<file path="config.mk">
export PLATFORM = sky130hd
export DESIGN_NAME = charlieplex_pwm_led_driver_unit
export DESIGN_NICKNAME = d
export VERILOG_FILES = /design/src/rtl/core/chpwm_pkg.sv /design/src/rtl/core/chpwm_step.sv /design/src/rtl/core/charlieplex_pwm_led_driver_unit.sv
export SDC_FILE = /design/constraint.sdc
export NUM_CORES = 1
export LEC_CHECK = 0
export ABC_AREA = 1
export BUFFER_PORTS_ARGS = -buffer_cell sky130_fd_sc_hd__buf_4
export CAP_MARGIN = 5
export CORE_ASPECT_RATIO = 1.2
export CORE_MARGIN = 2
export CORE_UTILIZATION = 45
export DETAILED_ROUTE_END_ITERATION = 12
export MAX_ROUTING_LAYER = met4
export PLACE_DENSITY_LB_ADDON = 0.15
export SLEW_MARGIN = 10
export SYNTH_ARGS = -nofsm -noshare
export SYNTH_HDL_FRONTEND = slang
export SYNTH_SLANG_ARGS = --single-unit
</file>
<file path="constraint.sdc">
create_clock -name clk_i -period 2.9 [get_ports clk_i]
set_input_delay 0.58 -clock clk_i [delete_from_list [all_inputs] [get_ports clk_i]]
set_output_delay 0.58 -clock clk_i [all_outputs]
set_load 0.01 [all_outputs]
</file>
<file path="src/rtl/core/chpwm_pkg.sv">
// Package for the charlieplexed LED PWM driver.
// Holds widths, reset levels, the LED order table and the item, state and result types.
// No dependencies.
`timescale 1ns / 1ps
`default_nettype none

package chpwm_pkg;

  localparam int unsigned LedCount = 6;
  localparam int unsigned PwmBits  = 6;
  localparam int unsigned LevelW   = 6;
  localparam int unsigned IdxW     = 3;
  localparam int unsigned ColW     = 2;
  localparam int unsigned PinCount = 3;
  localparam int unsigned LitW     = 2;
  localparam int unsigned CmpW     = (PwmBits > LevelW) ? PwmBits : LevelW;

  localparam int unsigned SDataW = ((IdxW + LevelW + 7) / 8) * 8;
  localparam int unsigned MDataW = ((2 * PinCount + 7) / 8) * 8;

  typedef logic [LevelW-1:0]  level_t;
  typedef logic [IdxW-1:0]    idx_t;
  typedef logic [PwmBits-1:0] ramp_t;
  typedef logic [ColW-1:0]    col_t;
  typedef logic [PinCount-1:0] pins_t;
  typedef logic [LitW-1:0]    lit_t;

  typedef level_t [LedCount-1:0] level_arr_t;
  typedef idx_t   [LedCount-1:0] order_arr_t;

  typedef enum logic {
    KindTick  = 1'b0,
    KindWrite = 1'b1
  } kind_e;

  localparam level_arr_t LevelInit = '{6'd10, 6'd0, 6'd0, 6'd0, 6'd10, 6'd63};
  localparam order_arr_t LedOrder  = '{3'd4, 3'd3, 3'd1, 3'd5, 3'd2, 3'd0};

  localparam col_t  LastCol    = col_t'(2);
  localparam col_t  ClampCol   = col_t'(3);
  localparam idx_t  ClampFirst = idx_t'(4);
  localparam lit_t  LitBoth    = 2'b11;
  localparam pins_t ColFirst   = pins_t'(1);

  typedef struct packed {
    kind_e  kind;
    idx_t   led_index;
    level_t level_value;
  } item_t;

  typedef struct packed {
    ramp_t ramp;
    col_t  col_idx;
    pins_t col_oh;
    lit_t  lit;
  } state_t;

  typedef struct packed {
    pins_t pin_drive;
    pins_t pin_high;
    logic  frame_start;
  } result_t;

endpackage

`default_nettype wire

</file>
<file path="src/rtl/core/chpwm_step.sv">
// Next-state and result logic for one item of the charlieplexed LED PWM driver.
// Depends on chpwm_pkg.
`timescale 1ns / 1ps
`default_nettype none

module chpwm_step import chpwm_pkg::*; (
  input  item_t      item_i,
  input  state_t     state_i,
  input  level_arr_t levels_i,
  output state_t     state_o,
  output level_arr_t levels_o,
  output result_t    result_o
);

  ramp_t  ramp_n;
  logic   wrapped;
  col_t   col_n;
  pins_t  oh_n;
  lit_t   lit_w;
  lit_t   lit_n;
  idx_t   sel0;
  idx_t   sel1;
  level_t lvl0;
  level_t lvl1;
  logic   eq0;
  logic   eq1;
  pins_t  mask;
  pins_t  lit_ext;
  pins_t  spread;

  always_comb begin
    ramp_n  = ramp_t'(state_i.ramp + 1'b1);
    wrapped = (ramp_n == '0);
    if (wrapped) begin
      col_n = (state_i.col_idx >= LastCol) ? '0 : col_t'(state_i.col_idx + 1'b1);
      oh_n  = pins_t'(ColFirst << col_n);
      lit_w = LitBoth;
    end else begin
      col_n = state_i.col_idx;
      oh_n  = state_i.col_oh;
      lit_w = state_i.lit;
    end

    sel0 = (col_n == ClampCol) ? ClampFirst : idx_t'({col_n, 1'b0});
    sel1 = idx_t'(sel0 + 1'b1);
    lvl0 = levels_i[LedOrder[sel0]];
    lvl1 = levels_i[LedOrder[sel1]];
    eq0  = (CmpW'(lvl0) == CmpW'(ramp_n));
    eq1  = (CmpW'(lvl1) == CmpW'(ramp_n));
    lit_n = lit_w & ~{eq1, eq0};

    mask    = pins_t'(oh_n - 1'b1);
    lit_ext = pins_t'(lit_n);
    spread  = (lit_ext & mask) | pins_t'((lit_ext & ~mask) << 1);
  end

  always_comb begin
    state_o  = state_i;
    levels_o = levels_i;
    if (item_i.kind == KindWrite) begin
      if (item_i.led_index < idx_t'(LedCount)) begin
        levels_o[item_i.led_index] = item_i.level_value;
      end
    end else begin
      state_o.ramp    = ramp_n;
      state_o.col_idx = col_n;
      state_o.col_oh  = oh_n;
      state_o.lit     = lit_n;
    end
  end

  assign result_o.pin_drive   = spread | oh_n;
  assign result_o.pin_high    = spread;
  assign result_o.frame_start = wrapped;

endmodule

`default_nettype wire

</file>
<file path="src/rtl/core/charlieplex_pwm_led_driver_unit.sv">
// Top level of the charlieplexed LED PWM driver: input register, state, result register.
// Depends on chpwm_pkg and chpwm_step.
//
//   channel  | dir | tdata                             | tuser
//   s_axis   | in  | [2:0] led_index, [8:3] level_value | [0] kind (0 tick, 1 write)
//   m_axis   | out | [2:0] pin_drive, [5:3] pin_high   | [0] frame_start
//
// Each word is registered in the input register and a tick's result in the result register,
// so a new word is taken every cycle at full rate unless a tick waits on a stalled result.
// A write word with an LED index in range updates the level table; no write gives a result.
// Reset clears the ramp, column and LED bits and loads the default levels.
// A stalled result holds back only a tick in the input register; a write there still advances.
`timescale 1ns / 1ps
`default_nettype none

module charlieplex_pwm_led_driver_unit import chpwm_pkg::*; (
  input  wire logic              clk_i,
  input  wire logic              rst_ni,
  input  wire logic              s_axis_tvalid,
  output logic                   s_axis_tready,
  input  wire logic [SDataW-1:0] s_axis_tdata,  // led_index, level_value
  input  wire logic              s_axis_tuser,  // kind
  output logic                   m_axis_tvalid,
  input  wire logic              m_axis_tready,
  output logic      [MDataW-1:0] m_axis_tdata,  // pin_drive, pin_high
  output logic                   m_axis_tuser   // frame_start
);

  logic       in_valid_q;
  item_t      in_item_q;
  item_t      in_item_d;
  logic       out_valid_q;
  result_t    out_q;
  state_t     state_q;
  state_t     state_d;
  level_arr_t levels_q;
  level_arr_t levels_d;
  result_t    result;
  logic       advance;
  logic       is_tick;

  assign in_item_d.kind        = kind_e'(s_axis_tuser);
  assign in_item_d.led_index   = s_axis_tdata[IdxW-1:0];
  assign in_item_d.level_value = s_axis_tdata[IdxW+LevelW-1:IdxW];

  assign is_tick       = (in_item_q.kind == KindTick);
  assign advance       = in_valid_q && (!is_tick || !out_valid_q || m_axis_tready);
  assign s_axis_tready = !in_valid_q || advance;

  chpwm_step u_step (
    .item_i   (in_item_q),
    .state_i  (state_q),
    .levels_i (levels_q),
    .state_o  (state_d),
    .levels_o (levels_d),
    .result_o (result)
  );

  always_ff @(posedge clk_i or negedge rst_ni) begin
    if (!rst_ni) begin
      in_valid_q <= 1'b0;
    end else if (s_axis_tready) begin
      in_valid_q <= s_axis_tvalid;
    end
  end

  always_ff @(posedge clk_i) begin
    if (s_axis_tready && s_axis_tvalid) begin
      in_item_q <= in_item_d;
    end
  end

  always_ff @(posedge clk_i or negedge rst_ni) begin
    if (!rst_ni) begin
      state_q  <= '0;
      levels_q <= LevelInit;
    end else if (advance) begin
      state_q  <= state_d;
      levels_q <= levels_d;
    end
  end

  always_ff @(posedge clk_i or negedge rst_ni) begin
    if (!rst_ni) begin
      out_valid_q <= 1'b0;
    end else if (advance && is_tick) begin
      out_valid_q <= 1'b1;
    end else if (m_axis_tready) begin
      out_valid_q <= 1'b0;
    end
  end

  always_ff @(posedge clk_i) begin
    if (advance && is_tick) begin
      out_q <= result;
    end
  end

  assign m_axis_tvalid = out_valid_q;
  assign m_axis_tdata  = MDataW'({out_q.pin_high, out_q.pin_drive});
  assign m_axis_tuser  = out_q.frame_start;

endmodule

`default_nettype wire

</file>
Yosys cells after proc, flatten, opt, wreduce, memory -nomap -nowiden
Memory sizes are Yosys's and may differ from the RTL's.
Cells that the tools add are included.

operators by class
  eq/ne operators = 3
  reduce and logical (&&, ||, !) cells = 13
  multiplexer cells = 16
  $add $sub $neg = 4
  order comparisons = 8
  shift-type cells = 1
  bitwise logic cells = 8

operator list
  kind                                                                    count
  6-bit binary-select mux with 3-bit select                               2
  36-bit bitwise mux                                                      1
  3-bit by 4-bit < comparator with 1-bit output (second input constant)   5
  6-bit demux with 3-bit select                                           1
  6-bit 2-to-1 mux                                                        3
  6-bit == test                                                           2
  3-bit 2-to-1 mux                                                        4
  6-bit by 1-bit adder with 6-bit output (second input constant)          1
  6-bit zero test                                                         1
  2-bit 2-to-1 mux                                                        3
  3-bit bitwise OR                                                        2
  2-bit AND                                                               2
  1-bit logical AND                                                       4
  2-bit inverter                                                          2
  3-bit by 1-bit adder with 3-bit output (second input constant)          1
  2-bit by 3-bit AND with 3-bit output                                    1
  3-bit by 1-bit >= comparator with 1-bit output (second input constant)  1
  1-bit logical OR                                                        3
  3-bit < comparator (second input constant)                              1
  3-bit AND reduction                                                     1
  1-bit by 2-bit << shifter with 3-bit output (first input constant)      1
  3-bit by 1-bit subtractor with 3-bit output (second input constant)     1
  2-bit by 1-bit adder with 2-bit output (second input constant)          1
  2-bit == test (second input constant)                                   1
  other kinds (6)                                                         8

storage, ports and cells
  memory bits (read-only) = 48
  logic and storage cells = 73
  register bits after elaboration = 68
  output and inout port bits = 11
  memories kept = 2
  input bits = 21

memory list
  name              depth  bits a word  read ports  clocked after memory_dff  wr ports  RTL line          source
  (name not given)  8      3            1           0                         0         chpwm_step.sv:47  lvl1 = levels_i[LedOrder[sel1]];
  (name not given)  8      3            1           0                         0         chpwm_step.sv:46  lvl0 = levels_i[LedOrder[sel0]];

Longest topological paths before layout
  depth in word-level cells = 16
  depth in mapped cells = 19
  gate-level depth less buffers = 19

By module
From an unflattened synthesis, not the netlist that was laid out.

unflattened totals
  cell total of the unflattened synthesis = 558
  area total of the unflattened synthesis = 4056.4 µm²

by module, submodules not included
  module                           seq. area each (µm²)  cells an instance  area an instance (µm²)  times used
  charlieplex_pwm_led_driver_unit  1799.2                247                2581.2                  1
  chpwm_step                       0.0                   311                1475.2                  1

Worst setup path after synthesis
No wires, ideal clock.

  path type = register -> register
  from = register state_q[7] in the netlist's numbering
  to = register out_q (netlist bit m_axis_tdata[1]), data pin
  clock period less this slack = 2.407 ns
  stages on the path, launching flop included = 17
  library setup time = 0.260 ns
  required time = 2.640 ns
  data arrival time = 2.147 ns
  path buffers = 1
  slack = 0.493 ns
  path through = dfrtp_1 ha_1 inv_1 nand2_1 nand2_1 nand3_1 nor2_1 nand3_1 nand2_4 buf_6 nand2_1 nand4_1 nand2_1 nor2_2 nand3_2 nand3_1 nand3_1

RTL lines
  item                    RTL line                               source
  start, declared         charlieplex_pwm_led_driver_unit.sv:34  state_t state_q;
  start signal, assigned  charlieplex_pwm_led_driver_unit.sv:78  state_q <= state_d;
  end signal, assigned    charlieplex_pwm_led_driver_unit.sv:95  out_q <= result;
  end, declared           charlieplex_pwm_led_driver_unit.sv:33  result_t out_q;

==> run summary <==
Worst Setup Path Type = reg -> reg
via count of the first global-routing pass = 2441
largest fanout on the critical path = 10
power density of the placed cells = 1010 mW/mm^2
result of the run = finished clean
tightest slew margin relative to the limit = 0.5034
total negative slack for setup checks = 0 ns
sort of element at the start of the critical path = flop
area of the die = 0.008201 mm^2
slowest cell on the critical path = dfrtp_1
Cell Chain, Critical Path = ha_2 > nand3_1 > nand2_1 > nand2_2 > nor2_2 > nand3_4 > nand2_2 > nand2_4 > nor2_8 > nand2_1 > nand3_1 > nand2_1 > nand2_1 > nand2_1 > inv_1 > nand3_2 > nand2_1 > nand2_1
clock latency at the later pin of the worst-skew pair = 0.35 ns
Yosys Warn Count = 0
deepest clock path buffer count = 2
fraction of layout cells with a size suffix above 1 = 0.1982
multi-input combinational cell area = 0.001314 mm^2
Yosys top cell by area = dfrtp_1
count of final hold-check violations = 0
Most common cell on crit path = nand2_1
total half-perimeter wirelength after legalization and detailed placement = 4874 um
Synth Area per Inst = 8.302 um^2
clock-pin transition on the worst setup and hold timing paths = 0.08 ns
I/O Buffers = 22
# DRC = 0
register-to-register setup slack = 0.20 ns
post-synthesis register bit count = 68
most frequent cells in the layout = 126 x nand2_1, 59 x inv_1, 47 x o21ai_0, 40 x dfrtp_1, 31 x buf_4
number of buffers created by CTS = 9
unrepaired setup endpoints after global routing = no
Total Routing Usage GR = 0.1857
cell count after synthesis = 406
final critical delay including setup and external delays = 2.705 ns
# rows = 34
detailed-route wire length = 6857 um
Cell Area, Synth = 0.003371 mm^2
async set-reset flop share out of synthesis = 0.7500
EDFF count, synth = 17
initial antenna violation count = 0
fraction of post-synthesis cell area in the top cell type by area = 0.3044
Chip Height = 98.81 um
number of nets with antenna violations after detailed routing = 0
Worst Hold Class = in -> async
global-route wire length before repair = 11560 um
layout-stage area growth over the synthesis result = 16.11%
number of iterations in the first detailed-routing pass = 7
sequential element share of the synthesized area = 0.5338
overall via count from detail_route = 2655
area of all placed cells without fillers = 0.003914 mm^2
buffers and inverters on the worst path = 1
Worst Tran Pin Value = 0.7422 ns
Max Clock Freq = 369.7 MHz
fraction of the cycle the final worst path needs = 0.9326
initial drt markers = 175
final estimated routing congestion in global placement = 0.8309
fill cell instance count of the final layout = 707
VDD IR max = 0.3956 mV
cell chosen for the clock root = clkbuf_8
pin count of the biggest net entering global routing = 52
predominant post-synthesis flop cell = dfrtp_1
arrival time of data at the critical path endpoint = 2.79 ns
most common cell after layout, fill and taps aside = nand2_1
count of H-tree levels built during CTS = 3
leakage power total = 1.893 nW
Clock Sink Count = 68
dominant cells by area after synthesis = dfrtp_1 30%, edfxtp_1 15%, nand2_1 14%, dfstp_2 7.8%, o21ai_0 7.0%
net count of the finished layout = 462
detailed-route wire length per cell = 12.84 um
Ant. Diodes = 0
launching point of the worst reg2reg path = state_q[8]
Via-to-Cell Ratio = 4.972
setup violation total in the final timing report = 0
required time at the worst-slack endpoint = 2.99 ns
origin of the worst setup path = state_q[8]
area taken by flip-flops and latches = 0.001800 mm^2
clock tree from TritonCTS = done
Slew Limit Fails = 0
distinct cell type count of the synthesized netlist = 28
crit-path leading delay family = simple AND/OR/NAND/NOR gates
x dimension of the die = 83.01 um
starting utilization of the core area = 0.4634
Boundary Pins = 32
core region area = 0.007274 mm^2
element type at the critical path end = flop
largest incremental delay on the critical path = 0.44 ns
total of max-cap violations = 0
post-detailed-placement cell area = 0.003656 mm^2
global-route congestion overflow total = 0
clock tree skew after final layout = 0.01269 ns
-- cell families (layout without fill, tap and decap cells) --
kind of cell / after synthesis / after routing / synth area share
compound gates: 51 / 51 / 0.07573
buf+inv: 72 / 108 / 0.08463
simple gates: 210 / 211 / 0.2921
fa+ha+maj: 2 / 2 / 0.007423
flops: 68 / 68 / 0.5338
other cells: 1 / 2 / 0.001113
xor+xnor: 2 / 2 / 0.005198
-- flip-flops by register name, indices dropped and copies added, names as in the netlist --
signal	flops
in_item_q	10
in_valid_q	1
state_q	13
m_axis_tvalid	1
m_axis_tuser	1
m_axis_tdata	6
levels_q	36
-- stage by stage --
| stage | total power [mW] | setup slack (ns) | std cells | utilization | hold WS (ns) |
|---|---|---|---|---|---|
| final | 3.954 | 0.1955 | 534 | 0.5380 | 0.2549 |
| after global placement | 2.987 | 0.1959 | 516 | 0.5026 | 0.4652 |
| after floorplan | 2.611 | 0.4931 | 407 | - | 0.2844 |
| after detailed placement | 3.029 | 0.1441 | 516 | 0.5026 | 0.4731 |
| after global routing | 4.284 | 0.0003157 | 534 | 0.5380 | 0.3030 |
| after CTS | 3.922 | 0.1361 | 532 | 0.5335 | 0.2832 |
-- repair_timing --
| action | CTS | global route |
|---|---|---|
| resized for setup | 0 | 5 |
| setup buffers | 0 | 1 |
| hold buffers | 0 | 0 |
| endpoints found under the setup margin | 0 | 6 |
-- path summary, 6_finish.rpt --
| path | endpoint | cells after the start |
|---|---|---|
| min in group clk_i | in_item_q[0] | 1 |
| hold / removal | state_q[7] | 1 |
| hold reg to reg | levels_q[12] | 2 |
| setup / recovery | m_axis_tdata[0] | 18 |
| setup reg to reg | m_axis_tdata[0] | 18 |
| max in group asynchronous | state_q[7] | 1 |
-- synthesized netlist by cell type (6+ instances only) --
cell	n
nand4_1	14
o21ai_0	47
inv_1	59
clkbuf_1	8
nor2_1	15
nor2_2	6
nand3_1	25
nand2_1	127
edfxtp_1	17
nand2_2	10
dfrtp_1	41
dfstp_2	10
-- final cells by class --
class / count / area share
Inverter: 61 / 0.05850
Clock inverter: 6 / 0.02238
Timing Repair Buffer: 31 / 0.05946
Clock buffer: 10 / 0.03517
Sequential cell: 68 / 0.4600
Tap cell: 90 / 0.02877
Multi-Input combinational cell: 268 / 0.3357
-- layer usage --
metal  share of wire  vias to the layer above  global-route usage
li1                -                     1359                   -
met1            0.44                     1227              0.2175
met2            0.50                       56              0.3108
met3           0.037                       13             0.04020
met4           0.018                        0             0.07692
met5               0                        -                   -
-- power by group --
part           switching (mW)  leakage (nW)  internal, mW  total (mW)
Sequential              0.147         0.790          1.25        1.40
Combinational            1.05         0.997         0.620        1.67
Clock                   0.379         0.106         0.506       0.885
Power figures use the tool's default switching activity.
